==> src/sv/sorted_key_level_table_top_macros.svh <==
// Assertion macros for the sorted key level table.
// Used by the top level only; expects i_clk and i_rst_n in scope.
`ifndef SORTED_KEY_LEVEL_TABLE_TOP_MACROS_SVH
`define SORTED_KEY_LEVEL_TABLE_TOP_MACROS_SVH

// Same-cycle implication under reset.
`define SKLT_ASSERT_IMPL(label, ante, cons, msg) \
    label: assert property (@(posedge i_clk) disable iff (!i_rst_n) (ante) |-> (cons)) \
        else $error(msg);

// Next-cycle implication under reset.
`define SKLT_ASSERT_NEXT(label, ante, cons, msg) \
    label: assert property (@(posedge i_clk) disable iff (!i_rst_n) (ante) |=> (cons)) \
        else $error(msg);

`endif

==> src/sv/sklt_pkg.sv <==
// Package for the sorted key level table: widths, codes and cell link types.
// No dependencies.
package sklt_pkg;

    localparam int KEY_W        = 16;
    localparam int LVL_W        = 8;
    localparam int MODE_W       = 2;
    localparam int POS_W        = 5;
    localparam int STATUS_W     = 2;
    localparam int DEF_CAPACITY = 16;

    localparam logic [MODE_W-1:0] MODE_INSERT = 2'd0;
    localparam logic [MODE_W-1:0] MODE_LOOKUP = 2'd1;
    localparam logic [MODE_W-1:0] MODE_CLEAR  = 2'd2;

    localparam logic [STATUS_W-1:0] ST_INSERTED = 2'd0;
    localparam logic [STATUS_W-1:0] ST_UPDATED  = 2'd1;
    localparam logic [STATUS_W-1:0] ST_DROPPED  = 2'd2;
    localparam logic [STATUS_W-1:0] ST_OTHER    = 2'd3;

    typedef struct packed {
        logic                    ins_en;
        logic                    upd_en;
        logic signed [KEY_W-1:0] key;
        logic        [LVL_W-1:0] level;
    } t_cell_ctl;

    typedef struct packed {
        logic                    lt;
        logic                    valid;
        logic signed [KEY_W-1:0] key;
        logic        [LVL_W-1:0] level;
    } t_cell_link;

endpackage

==> src/sv/sklt_in_if.sv <==
// Input channel of the sorted key level table: one operation word.
// Depends on sklt_pkg.
interface sklt_in_if
    import sklt_pkg::*;
();
    logic                     valid;
    logic                     ready;
    logic        [MODE_W-1:0] mode;
    logic signed [KEY_W-1:0]  key;
    logic        [LVL_W-1:0]  level;

    modport source (output valid, mode, key, level, input ready);
    modport sink   (input valid, mode, key, level, output ready);
endinterface

==> src/sv/sklt_out_if.sv <==
// Output channel of the sorted key level table: one result word.
// Depends on sklt_pkg.
interface sklt_out_if
    import sklt_pkg::*;
();
    logic                valid;
    logic                ready;
    logic                found;
    logic [POS_W-1:0]    position;
    logic [LVL_W-1:0]    level_out;
    logic [STATUS_W-1:0] status;
    logic [POS_W-1:0]    entry_count;

    modport source (output valid, found, position, level_out, status, entry_count,
                    input ready);
    modport sink   (input valid, found, position, level_out, status, entry_count,
                    output ready);
endinterface

==> src/sv/sklt_cell.sv <==
// One table cell: holds a key and level, compares against the broadcast key
// and takes its left neighbour's entry when an insert shifts. Uses sklt_pkg.
module sklt_cell
    import sklt_pkg::*;
(
    input  logic       i_clk,
    input  t_cell_ctl  i_ctl,
    input  t_cell_link i_left,
    input  logic       i_valid,
    output t_cell_link o_link,
    output logic       o_slot,
    output logic       o_hit
);

    logic signed [KEY_W-1:0] r_key;
    logic        [LVL_W-1:0] r_level;
    logic                    lt;

    assign lt     = i_valid && (r_key < i_ctl.key);
    assign o_slot = i_left.lt && !lt;
    assign o_hit  = o_slot && i_valid && (r_key == i_ctl.key);

    assign o_link.lt    = lt;
    assign o_link.valid = i_valid;
    assign o_link.key   = r_key;
    assign o_link.level = r_level;

    always_ff @(posedge i_clk) begin
        if (i_ctl.ins_en) begin
            if (o_slot) begin
                r_key   <= i_ctl.key;
                r_level <= i_ctl.level;
            end else if (!i_left.lt && i_left.valid) begin
                r_key   <= i_left.key;
                r_level <= i_left.level;
            end
        end else if (i_ctl.upd_en && o_hit) begin
            r_level <= i_ctl.level;
        end
    end

endmodule

==> src/sv/sorted_key_level_table_top.sv <==
// A result word is registered and appears in the cycle after its operation is accepted.
// Throughput: one operation per cycle while the output is taken; every cell compares and shifts at once.
// The output register is freed as it is taken, so input and output overlap.
// Reset (i_rst_n low, synchronous) empties the table and drops any pending
// result; cell contents are not cleared.
// Depends on sklt_pkg, sklt_in_if, sklt_out_if, sklt_cell and the macro header.
`include "sorted_key_level_table_top_macros.svh"
module sorted_key_level_table_top
    import sklt_pkg::*;
#(
    parameter int CAPACITY = DEF_CAPACITY
) (
    input logic    i_clk,
    input logic    i_rst_n,
    sklt_in_if.sink    i_in,
    sklt_out_if.source o_out
);

    localparam int CNT_W = $clog2(CAPACITY + 1);

    logic [CNT_W-1:0]    r_count;
    logic [CNT_W-1:0]    n_count;
    logic                r_valid;
    logic                r_found;
    logic [POS_W-1:0]    r_position;
    logic [LVL_W-1:0]    r_level_out;
    logic [STATUS_W-1:0] r_status;

    t_cell_ctl          ctl;
    t_cell_link         links [CAPACITY];
    logic [CAPACITY-1:0] cell_valid;
    logic [CAPACITY-1:0] slot_vec;
    logic [CAPACITY-1:0] hit_vec;

    logic                accept;
    logic                is_ins;
    logic                hit;
    logic                full;
    logic [CNT_W-1:0]    slot;
    logic [LVL_W-1:0]    hit_level;
    logic [CNT_W-1:0]    n_pos;
    logic [STATUS_W-1:0] n_status;

    assign i_in.ready = !r_valid || o_out.ready;
    assign accept     = i_in.valid && i_in.ready;
    assign is_ins     = (i_in.mode == MODE_INSERT);
    assign full       = (r_count >= CNT_W'(CAPACITY));
    assign hit        = |hit_vec;

    assign ctl.key    = i_in.key;
    assign ctl.level  = i_in.level;
    assign ctl.ins_en = accept && is_ins && !hit && !full;
    assign ctl.upd_en = accept && is_ins && hit;

    genvar g;
    generate
        for (g = 0; g < CAPACITY; g++) begin : g_cell
            t_cell_link left;
            assign cell_valid[g] = (CNT_W'(g) < r_count);
            if (g == 0) begin : g_head
                assign left.lt    = 1'b1;
                assign left.valid = 1'b0;
                assign left.key   = '0;
                assign left.level = '0;
            end else begin : g_body
                assign left = links[g-1];
            end
            sklt_cell u_cell (
                .i_clk   (i_clk),
                .i_ctl   (ctl),
                .i_left  (left),
                .i_valid (cell_valid[g]),
                .o_link  (links[g]),
                .o_slot  (slot_vec[g]),
                .o_hit   (hit_vec[g])
            );
        end
    endgenerate

    always_comb begin
        slot      = (slot_vec == '0) ? CNT_W'(CAPACITY) : '0;
        hit_level = '0;
        for (int i = 0; i < CAPACITY; i++) begin
            if (slot_vec[i]) begin
                slot = slot | CNT_W'(i);
            end
            if (hit_vec[i]) begin
                hit_level = hit_level | links[i].level;
            end
        end
    end

    always_comb begin
        n_count  = r_count;
        n_pos    = hit ? slot : r_count;
        n_status = ST_OTHER;
        if (i_in.mode == MODE_CLEAR) begin
            n_count = '0;
            n_pos   = '0;
        end else if (is_ins) begin
            if (hit) begin
                n_status = ST_UPDATED;
            end else if (full) begin
                n_status = ST_DROPPED;
            end else begin
                n_status = ST_INSERTED;
                n_pos    = slot;
                n_count  = r_count + CNT_W'(1);
            end
        end
    end

    always_ff @(posedge i_clk) begin
        if (!i_rst_n) begin
            r_count <= '0;
            r_valid <= 1'b0;
        end else begin
            if (accept) begin
                r_count <= n_count;
                r_valid <= 1'b1;
            end else if (o_out.ready) begin
                r_valid <= 1'b0;
            end
        end
        if (accept) begin
            r_found     <= hit && (i_in.mode != MODE_CLEAR);
            r_position  <= POS_W'(n_pos);
            r_level_out <= (i_in.mode == MODE_CLEAR) ? '0 : hit_level;
            r_status    <= n_status;
        end
    end

    assign o_out.valid       = r_valid;
    assign o_out.found       = r_found;
    assign o_out.position    = r_position;
    assign o_out.level_out   = r_level_out;
    assign o_out.status      = r_status;
    assign o_out.entry_count = POS_W'(r_count);

    `SKLT_ASSERT_IMPL(a_count_bound, 1'b1, r_count <= CNT_W'(CAPACITY), "entry count overflow")
    `SKLT_ASSERT_NEXT(a_clear_empties, accept && (i_in.mode == MODE_CLEAR), r_count == '0,
                      "clear left entries")
    `SKLT_ASSERT_IMPL(a_found_status, r_valid && r_found,
                      (r_status == ST_UPDATED) || (r_status == ST_OTHER),
                      "found word with insert or drop status")
    `SKLT_ASSERT_IMPL(a_one_slot, 1'b1, $onehot0(slot_vec) && $onehot0(hit_vec),
                      "more than one slot cell")

endmodule

==> src/flat_wrapper.sv <==
// flat-port wrapper written by rule: the top's interface ports become plain ports
module sorted_key_level_table_top_flat import sklt_pkg::*;
#(
    parameter int CAPACITY = DEF_CAPACITY
)
  (i_clk, i_rst_n, i_in_valid, i_in_mode, i_in_key, i_in_level, i_in_ready, o_out_valid, o_out_found, o_out_position, o_out_level_out, o_out_status, o_out_entry_count, o_out_ready);
  sklt_in_if i_in_i ();
  sklt_out_if o_out_i ();
  input logic i_clk;
  input logic i_rst_n;
  input wire logic [$bits(i_in_i.valid)-1:0] i_in_valid;
  input wire logic [$bits(i_in_i.mode)-1:0] i_in_mode;
  input wire logic [$bits(i_in_i.key)-1:0] i_in_key;
  input wire logic [$bits(i_in_i.level)-1:0] i_in_level;
  output wire logic [$bits(i_in_i.ready)-1:0] i_in_ready;
  output wire logic [$bits(o_out_i.valid)-1:0] o_out_valid;
  output wire logic [$bits(o_out_i.found)-1:0] o_out_found;
  output wire logic [$bits(o_out_i.position)-1:0] o_out_position;
  output wire logic [$bits(o_out_i.level_out)-1:0] o_out_level_out;
  output wire logic [$bits(o_out_i.status)-1:0] o_out_status;
  output wire logic [$bits(o_out_i.entry_count)-1:0] o_out_entry_count;
  input wire logic [$bits(o_out_i.ready)-1:0] o_out_ready;
  assign i_in_i.valid = i_in_valid;
  assign i_in_i.mode = i_in_mode;
  assign i_in_i.key = i_in_key;
  assign i_in_i.level = i_in_level;
  assign i_in_ready = i_in_i.ready;
  assign o_out_valid = o_out_i.valid;
  assign o_out_found = o_out_i.found;
  assign o_out_position = o_out_i.position;
  assign o_out_level_out = o_out_i.level_out;
  assign o_out_status = o_out_i.status;
  assign o_out_entry_count = o_out_i.entry_count;
  assign o_out_i.ready = o_out_ready;
  sorted_key_level_table_top #(.CAPACITY(CAPACITY)) u_core (.i_clk(i_clk), .i_rst_n(i_rst_n), .i_in(i_in_i), .o_out(o_out_i));
endmodule
==> config.mk <==
export PLATFORM = sky130hd
export DESIGN_NAME = sorted_key_level_table_top_flat
export DESIGN_NICKNAME = d
export VERILOG_FILES = /design/src/sv/sklt_pkg.sv /design/src/sv/sklt_in_if.sv /design/src/sv/sklt_out_if.sv /design/src/sv/sklt_cell.sv /design/src/sv/sorted_key_level_table_top.sv /design/src/flat_wrapper.sv
export VERILOG_INCLUDE_DIRS = /design/src /design/src/sv
export SDC_FILE = /design/constraint.sdc
export NUM_CORES = 1
export LEC_CHECK = 0
export BUFFER_PORTS_ARGS = -buffer_cell sky130_fd_sc_hd__buf_2
export CAP_MARGIN = 30
export CORE_MARGIN = 3
export CORE_UTILIZATION = 55
export DETAILED_ROUTE_END_ITERATION = 6
export GPL_TIMING_DRIVEN = 0
export MAX_ROUTING_LAYER = met4
export PLACE_DENSITY = 0.82
export SETUP_SLACK_MARGIN = 0.15
export SYNTH_ARGS = -nofsm -noshare
export SYNTH_HDL_FRONTEND = slang
export SYNTH_HIERARCHICAL = 1
export SYNTH_SLANG_ARGS = --single-unit
==> constraint.sdc <==
create_clock -name i_clk -period 12 [get_ports i_clk]
set_input_delay 2.4 -clock i_clk [delete_from_list [all_inputs] [get_ports i_clk]]
set_output_delay 2.4 -clock i_clk [all_outputs]
set_load 0.03 [all_outputs]
### After elaboration in Yosys (flattened, before gate mapping)

Index checks and enable logic that the tools add are counted.

| word-level totals | value |
|---|---|
| register bits | 406 |
| bits of input ports | 30 |
| output and inout port bits | 23 |
| word-level logic and storage cells | 453 |

| operators by class | value |
|---|---|
| add/sub/neg operators | 1 |
| magnitude comparators | 33 |
| equality and inequality tests | 36 |
| mux-type cells | 137 |
| bitwise logic cells | 17 |
| reductions and logical operators | 190 |

Operators with widths:

| kind | count |
|---|---|
| $mux W8 | 79 |
| $mux W16 | 30 |
| $eq A16 B16 Y1 | 16 |
| $lt A16 B16 Y1 | 16 |
| $or A8 B8 Y8 | 15 |
| $logic_and A1 B1 Y1 | 99 |
| $reduce_bool A2 Y1 | 33 |
| $reduce_and A2 Y1 | 32 |
| $mux W5 | 9 |
| $ne A3 B3 Y1 const B | 15 |
| $lt A4 B5 Y1 const A | 8 |
| $mux W4 | 8 |
| $lt A3 B5 Y1 const A | 4 |
| $logic_not A1 Y1 | 19 |
| $reduce_or A18 Y1 | 1 |
| $logic_not A16 Y1 | 1 |
| $reduce_or A16 Y1 | 1 |
| $mux W3 | 4 |
| $lt A1 B5 Y1 const A | 2 |
| $lt A2 B5 Y1 const A | 2 |
| $mux W2 | 4 |
| $ne A2 B2 Y1 const B | 4 |
| $add A5 B1 Y5 const B | 1 |
| $ge A5 B5 Y1 const B | 1 |
| other kinds (7) | 10 |

### Depth between registers and ports, before layout

Gate-level depths: netlist (run 1).

| depth | value |
|---|---|
| depth in word-level cells | 36 |
| depth in mapped cells | 21 |
| mapped depth without buffers | 17 |

### Modules after synthesis

Netlist (run 1), hierarchy kept.

By module, submodules not included:

| module | times used | cells an instance | area an instance (sq um) | sequential area each (sq um) |
|---|---|---|---|---|
| sklt_cell at u_core.g_cell[0].u_cell ... | 15 | 127 | 1,601.5 | 720.7 |
| sorted_key_level_table_top | 1 | 219 | 2,004.4 | 600.6 |
| sklt_cell at u_core.g_cell[15].u_cell | 1 | 125 | 1,557.7 | 720.7 |

### Worst setup path after synthesis (run 1)

No wires, ideal clock.

| path | value |
|---|---|
| path kind | input-to-reg |
| start | in i_in_key[15] |
| end | reg u_core.g_cell[0].u_cell.r_key[0] (enable) |
| library setup time | 0.388 ns |
| arrival time | 7.465 ns |
| data required time | 11.612 ns |
| path slack | 4.147 ns |
| cell stages on the path | 19 |
| path buffers | 3 |
| cell sequence | inv_1 -> ha_1 -> nand4_2 -> nor4_4 -> o21ai_2 -> and3_1 -> o21a_1 -> buf_4 -> nand2_1 -> a31oi_4 -> buf_4 -> and3_1 -> buf_6 -> nor4_4 -> nand4_2 -> or3_4 -> inv_1 -> inv_1 -> nor2_1 |

RTL lines:

| element | line | source |
|---|---|---|
| from (decl) | flat_wrapper.sv:13 | `input wire logic [$bits(i_in_i.key)-1:0] i_in_key;` |
| to (signal assigned) | sklt_cell.sv:31 | `r_key <= i_ctl.key;` |
| to (signal assigned) | sklt_cell.sv:34 | `r_key <= i_left.key;` |
| to (decl) | sklt_cell.sv:15 | `logic signed [KEY_W-1:0] r_key;` |

==> metrics.log, run 1 <==
INFO  metric run_status = finished with violations
INFO  metric violations = design-rule violations
INFO  metric tritoncts_clock_tree = built
INFO  metric placementRows = 81
INFO  metric vias_per_cell = 6.143
INFO  metric global_route_wire_length_before_repair = between 100000 and 150000 µm
INFO  metric period_share = between 70% and 80%
INFO  metric cts.sinks = 406
INFO  metric hp-class = register to register
INFO  metric drive_gt1_share = between 20 and 30%
INFO  metric cts.reportedPaths.clkPinSlew = 60 ps
INFO  metric postCtsHoldBufs = 0
INFO  metric design_power_total = 3.234 mW
INFO  metric die_w = approximately 230 µm
INFO  metric worst-slew-pin-transition = around 950 ps
INFO  metric largest_fanout_on_the_critical_path = 32
INFO  metric boundaryPins = between 50 and 60
INFO  metric place.port_buffers = 50
INFO  metric syn-instance-count = 2243
INFO  metric post-cts-setup-buffers = 0
INFO  metric drv_cap = 0
INFO  metric final_setup_vio_count = 0
INFO  metric finalWirelength = about 72000 µm
INFO  metric final_hold_viol_count = 0
INFO  metric setup.worst_path.class = input port to register
INFO  metric critPathSlowestCell = a21oi_1
INFO  metric critical_path_capture_point_type = register
INFO  metric slew_headroom = 36.51%
INFO  metric final_antenna_net_count = 0
INFO  metric cp_num_buf_inv = 9
INFO  metric pwr_density_cell = 106.2 nW/µm²
INFO  metric total_inserted_antenna_cells = 0
INFO  metric timing.hold.worst.start = u_core/g_cell[0].u_cell/r_level[4]
INFO  metric grt_antenna_before_repair = 0
INFO  metric skew = between 30 and 40 ps
INFO  metric post_synth.cell_area_avg = 12.28 µm²
INFO  metric grt_pass1_vias = 19570
INFO  metric layout.filler_cells = 3652
INFO  metric slew_viol_final = 0
INFO  metric drtPass1Iterations = 7
INFO  metric worst-endpoint-required = 12320 ps
INFO  metric pin_count_of_the_biggest_net_entering_global_routing = 33
INFO  metric globalplace.congestion = 0.9453
INFO  metric grt.overflow.total = 0
INFO  metric final_period_minus_worst_setup_slack = 8445 ps
INFO  metric ir_drop = about 0.11 mV
INFO  metric final_net_count = 2686
INFO  metric routed-via-count = 19040
INFO  metric cts-resized-gates = 0
INFO  metric maxClockFrequency = 118.4 MHz
INFO  metric series_of_cell_instances_along_the_critical_path = buf_2 -> inv_1 -> ha_1 -> nand4_2 -> nor4_4 -> o21ai_2 -> and3_1 -> o21a_1 -> buf_4 -> nand2_1 -> a31oi_4 -> buf_4 -> and3_1 -> buf_2 -> nor4_4 -> nand4_2 -> or3_4 -> inv_2 -> buf_12 -> inv_1 -> a21oi_1 -> buf_4
INFO  metric finalSetupTns = 0 ps
INFO  metric clk_latency = 610 ps
INFO  metric critical_path.most_common_cell = buf_4
INFO  metric route.detailed.wl_per_inst = between 20 and 25 µm
INFO  metric die-area = between 50000 and 60000 µm²
INFO  metric initialDrtViolationCount = around 1800
INFO  metric drc = 2
INFO  metric clock-root-buffer = clkbuf_16
INFO  metric cts-htree-levels = 2
INFO  metric die_h = 229.8 µm
INFO  metric cts_made_buffers = 44
INFO  metric yosysWarnings = 6
INFO  metric leakage_power = 12.81 nW
INFO  metric layout-area-overhead-vs-synth = 10.59%
INFO  metric worstPathArrival = 8760 ps
INFO  metric timing.critical_path.slowest_cell_delay = 710 ps
INFO  metric grt_setup_unrepaired = no
INFO  metric reg2reg_from = u_core/g_cell[2].u_cell/r_key[15]
INFO  metric clock_path_buffers = 3
INFO  metric crit_family = simple AND/OR/NAND/NOR gates
INFO  metric core_area = 49150 µm²
INFO  metric critPathLaunchType = input port
INFO  metric groute.usage.overall = between 20% and 30%
INFO  metric detailedPlacementHpwl = 52220 µm
INFO  metric critPathLaunch = i_in_key[15]
INFO  metric syn_area = 27540 µm²
INFO  metric start_util = about 56%
==> worst paths after layout <==
| kind | endpoint | slack, ps | cells past startpoint |
|---|---|---|---|
| worst min register to register | u_core/g_cell[1].u_cell/r_level[4] | 580 | 1 |
| worst max-delay path | u_core/g_cell[2].u_cell/r_level[0] | 3560 | 22 |
| worst max register to register | u_core/g_cell[2].u_cell/r_level[0] | 5630 | 20 |
| worst min-delay path | u_core/g_cell[1].u_cell/r_level[4] | 580 | 1 |
==> registers in the layout, indices dropped and copies added (netlist names) <==
| signal | cells |
|---|---|
| u_core/o_out.level_out | 8 |
| u_core/o_out.valid | 1 |
| u_core/g_cell.u_cell/r_key | 256 |
| u_core/g_cell.u_cell/r_level | 128 |
| u_core/o_out.position | 5 |
| u_core/o_out.entry_count | 5 |
| u_core/o_out.status | 2 |
| u_core/o_out.found | 1 |
==> final cells by class <==
cell class / instances / area, µm² / share of cell area (%)
buffer: 102 / 845.8 / 2.777
clock buffer: 49 / 1120 / 3.677
clock inverter: 33 / 305.3 / 1.002
inverter: 330 / 1239 / 4.067
multi-input combinational: 1430 / 13430 / 44.08
sequential: 406 / 12130 / 39.83
tap: 664 / 830.8 / 2.728
timing repair buffer: 85 / 559.3 / 1.836
==> routing by layer <==
layer  GRT usage (%)  vias to the layer above  routed length, µm
met2           45.78                      968              34950
met5               -                        -                  0
met3           4.856                      232               6054
met1           32.69                     9316              27700
li1                -                     8522                  -
met4           12.20                        0               3230
==> layout by cell type, fill, tap and decap left out, types with 23 or more instances in the layout <==
master       n
a22o_1      24
a221oi_1    24
nand4_1     32
nand2b_1    33
ha_1       257
a21oi_1    146
buf_4       90
mux2_2     256
edfxtp_1   400
conb_1      27
and3_1      38
clkbuf_16   44
inv_1      329
mux2_4     128
nor2_1      67
a21o_1      31
buf_2       60
o21ai_0     23
nand2_1     94
==> power by group <==
group | switching (mW) | internal (mW)
Combinational | 0.186 | 0.132
Sequential | 0.00438 | 1.56
Clock | 0.589 | 0.766
==> stage by stage <==
step	setup WS, ps	hold slack, ps	instance area, µm²	instances	utilization [%]
2_1_floorplan	4147	551.7	27640	2268	-
3_3_place_gp	1044	558.4	28720	2982	58.42
3_5_place_dp	3243	563.8	29030	3017	59.06
4_1_cts	3837	575.9	30460	3099	61.96
5_1_grt	3487	591.7	30460	3099	61.96
6_report	3555	578.8	30460	3099	61.96
Power figures use the tool's default switching activity.
==> inputs of run 2 (changes only) <==
--- a/config.mk
+++ b/config.mk
@@ -6,6 +6,7 @@
 export SDC_FILE = /design/constraint.sdc
 export NUM_CORES = 1
 export LEC_CHECK = 0
+export ABC_AREA = 1
 export BUFFER_PORTS_ARGS = -buffer_cell sky130_fd_sc_hd__buf_2
 export CAP_MARGIN = 30
 export CORE_MARGIN = 3
==> constraint.sdc (replaced) <==
create_clock -name i_clk -period 8.7 [get_ports i_clk]
set_input_delay 1.74 -clock i_clk [delete_from_list [all_inputs] [get_ports i_clk]]
set_output_delay 1.74 -clock i_clk [all_outputs]
set_load 0.03 [all_outputs]
==> run 2 against run 1 <==
  * Worst setup slack got worse by 1200 ps
  * Critical path depth rose by 4
  * Clock skew shrank 10 ps
  * Largest power group unchanged
  * Clock power increased by 53%
  * Worst hold slack worse by 56 ps
  * The flow now finishes without violations
  * Sequential share of layout area fell by 1.2 points
  * First-iteration DRC count is 9.4% higher
  * Synthesized cell count grew 43%
==> metrics.log, run 2 <==
INFO  metric drive_gt1_share = 21.98% (-7.8 points)
INFO  metric timing.critical_path.slowest_cell_delay = 650 ps (-60 ps)
INFO  metric pwr_density_cell = 149.9 nW/µm² (+41%)
INFO  metric final_hold_viol_count = 0 (unchanged)
INFO  metric route.detailed.wl_per_inst = 18.69 µm (-19%)
INFO  metric routed-via-count = 22390 (+18%)
INFO  metric layout-area-overhead-vs-synth = 9.879%
INFO  metric slew_headroom = 39.37% (+2.9 points)
INFO  metric die_w = 234.1 µm (+1.9%)
INFO  metric syn_area = 28610 µm² (+3.9%)
INFO  metric cp_num_buf_inv = 10 (+1)
INFO  metric groute.usage.overall = 28.36% (+0.92 points)
INFO  metric cts_made_buffers = 46 (+4.5%)
INFO  metric whs = 523.1 ps (-55.71 ps)
INFO  metric yosysWarnings = 6 (unchanged)
INFO  metric global_route_wire_length_before_repair = 117700 µm (+7.1%)
INFO  metric flip_flop_count_of_the_largest_register_after_layout = 256 (unchanged)
INFO  metric clock_path_buffers = 3 (unchanged)
INFO  metric layout_common_cells = nand2_1, inv_1, edfxtp_1, ha_1, o21ai_2
INFO  metric post_synth.cell_area_avg = 8.941 µm² (-27%)
INFO  metric worstPathArrival = 6570 ps (-2190 ps)
INFO  metric crit_family = buffers and inverters
INFO  metric grt.overflow.total = 0 (unchanged)
INFO  metric cts.sinks = 406 (unchanged)
INFO  metric placementRows = 82 (+1.2%)
INFO  metric core_area = 50790 µm² (+3.3%)
INFO  metric grt_pass1_vias = 21970 (+12%)
INFO  metric period_share = between 70% and 80%
INFO  metric drv_cap = 0 (unchanged)
INFO  metric cts-htree-levels = 2 (unchanged)
INFO  metric final_period_minus_worst_setup_slack = 6337 ps
INFO  metric final_cell_area = 31440 µm² (+3.2%)
INFO  metric finalWirelength = 75500 µm (+5.0%)
INFO  metric largest_register = u_core/g_cell.u_cell/r_key
INFO  metric die-area = 54790 µm² (+3.8%)
INFO  metric die_h = 234.1 µm (+1.9%)
INFO  metric boundaryPins = 53 (unchanged)
INFO  metric postCtsHoldBufs = 0 (unchanged)
INFO  metric syn-instance-count = 3200 (+43%)
INFO  metric tritoncts_clock_tree = built
INFO  metric critPathSlowestCell = nor3_2
INFO  metric largest_fanout_on_the_critical_path = 16 (-50%)
INFO  metric drc = 0 (-2)
INFO  metric leakage_power = 15.09 nW (+18%)
INFO  metric worst-slew-pin-transition = 908.4 ps (-43.89 ps)
INFO  metric cts.reportedPaths.clkPinSlew = 60 ps (about the same)
INFO  metric detailedPlacementHpwl = 55280 µm (+5.9%)
INFO  metric initialDrtViolationCount = 2020 (+9.4%)
INFO  metric start_util = 56.33% (+0.30 points)
INFO  metric grt_antenna_before_repair = 1 (+1)
INFO  metric clk_latency = 610 ps (about the same)
INFO  metric place.port_buffers = 52 (+4.0%)
INFO  metric worst-endpoint-required = 8930 ps (-3390 ps)
INFO  metric critical_path.most_common_cell = nand2_1
INFO  metric grt_setup_unrepaired = no
INFO  metric layout_setup_ws = 2363 ps (-1192 ps)
INFO  metric run_status = finished clean
INFO  metric post-cts-setup-buffers = 0 (unchanged)
INFO  metric setup.worst_path.class = input port to register
INFO  metric hp-class = register to register
INFO  metric ir_drop = 0.1809 mV (+70%)
INFO  metric final_net_count = 3616 (+35%)
INFO  metric clock-root-buffer = clkbuf_16
INFO  metric layout_commonest_cell = nand2_1
INFO  metric cts-resized-gates = 0 (unchanged)
INFO  metric skew = 27.64 ps (-10.23 ps)
INFO  metric critPathLaunchType = input port
INFO  metric drtPass1Iterations = 7 (unchanged)
INFO  metric maxClockFrequency = 157.8 MHz
INFO  metric final_antenna_net_count = 0 (unchanged)
INFO  metric critical_path_capture_point_type = register
INFO  metric vias_per_cell = 5.544 (-9.8%)
INFO  metric pin_count_of_the_biggest_net_entering_global_routing = 33 (unchanged)
INFO  metric place_area = 29850 µm² (+2.8%)
INFO  metric slew_viol_final = 0 (unchanged)
INFO  metric place_ws = 1842 ps (-1402 ps)
INFO  metric fraction_of_the_core_area_covered_by_cells_at_the_end_of_the_flow = 61.90% (-0.063 points)
INFO  metric layout.filler_cells = 4210 (+15%)
INFO  metric final_setup_vio_count = 0 (unchanged)
INFO  metric globalplace.congestion = 1.004 (+6.2%)
## run 2: final timing paths
kind / from / to / slack, ps / cells after the start
setup reg to reg: u_core/o_out.entry_count[4] / u_core/g_cell[12].u_cell/r_key[8] / 3270 / 21
setup / recovery: i_in_key[15] / u_core/g_cell[12].u_cell/r_key[8] / 2360 / 26
hold / removal: u_core/o_out.valid / u_core/o_out.valid / 520 / 2
hold reg to reg: u_core/o_out.valid / u_core/o_out.valid / 520 / 2
## run 2: layout make-up
class                   count  area, µm²  area share, %
well taps                 672      840.8          2.675
repair buffers             55      294.0         0.9353
clock buffers              56       1220          3.881
diodes                      1      2.502       0.007960
plain buffers             131       1207          3.841
multi-input cells        2235      13670          43.49
inverters                 454       1704          5.421
flip-flops and latches    406      12130          38.59
clock inverters            29      364.1          1.158
## run 2: power by group
group / leakage [nW] / internal (mW) / switching (mW)
combinational: 10.6 / 0.145 / 0.323
sequential: 3.67 / 2.15 / 0.00891
clock: 0.775 / 1.24 / 0.843
## run 2: metal layers
layer | track usage (%) | part of all wire (%) | vias up
met5 | - | 0 | -
met4 | 11.57 | 4.4 | 0
met3 | 4.580 | 7.2 | 231
met2 | 47.64 | 49 | 911
met1 | 34.10 | 40 | 10430
li1 | - | - | 10820
## run 2: worst reg2reg max path, stage by stage, from the launching register on
cell,delay (ps)
dfxtp_1,420
buf_6,200
nor2_1,290
inv_1,150
nor2_1,350
o21ai_0,400
nand3_2,250
inv_1,50
buf_4,150
nand2_4,120
buf_6,160
nor3_2,40
buf_4,180
nor2_1,90
nand2_1,130
nor2_4,160
nand2_4,110
nor3_2,650
buf_6,280
buf_2,260
nand2_1,100
inv_1,510
## run 2: per-stage QoR
stage	cells	total power [mW]	TNS (ps)
2_1_floorplan	3226	2.523	0
3_3_place_gp	3950	2.646	-268440
3_5_place_dp	3953	2.663	0
4_1_cts	4038	4.731	0
5_1_grt	4039	4.869	0
6_report	4039	4.711	0
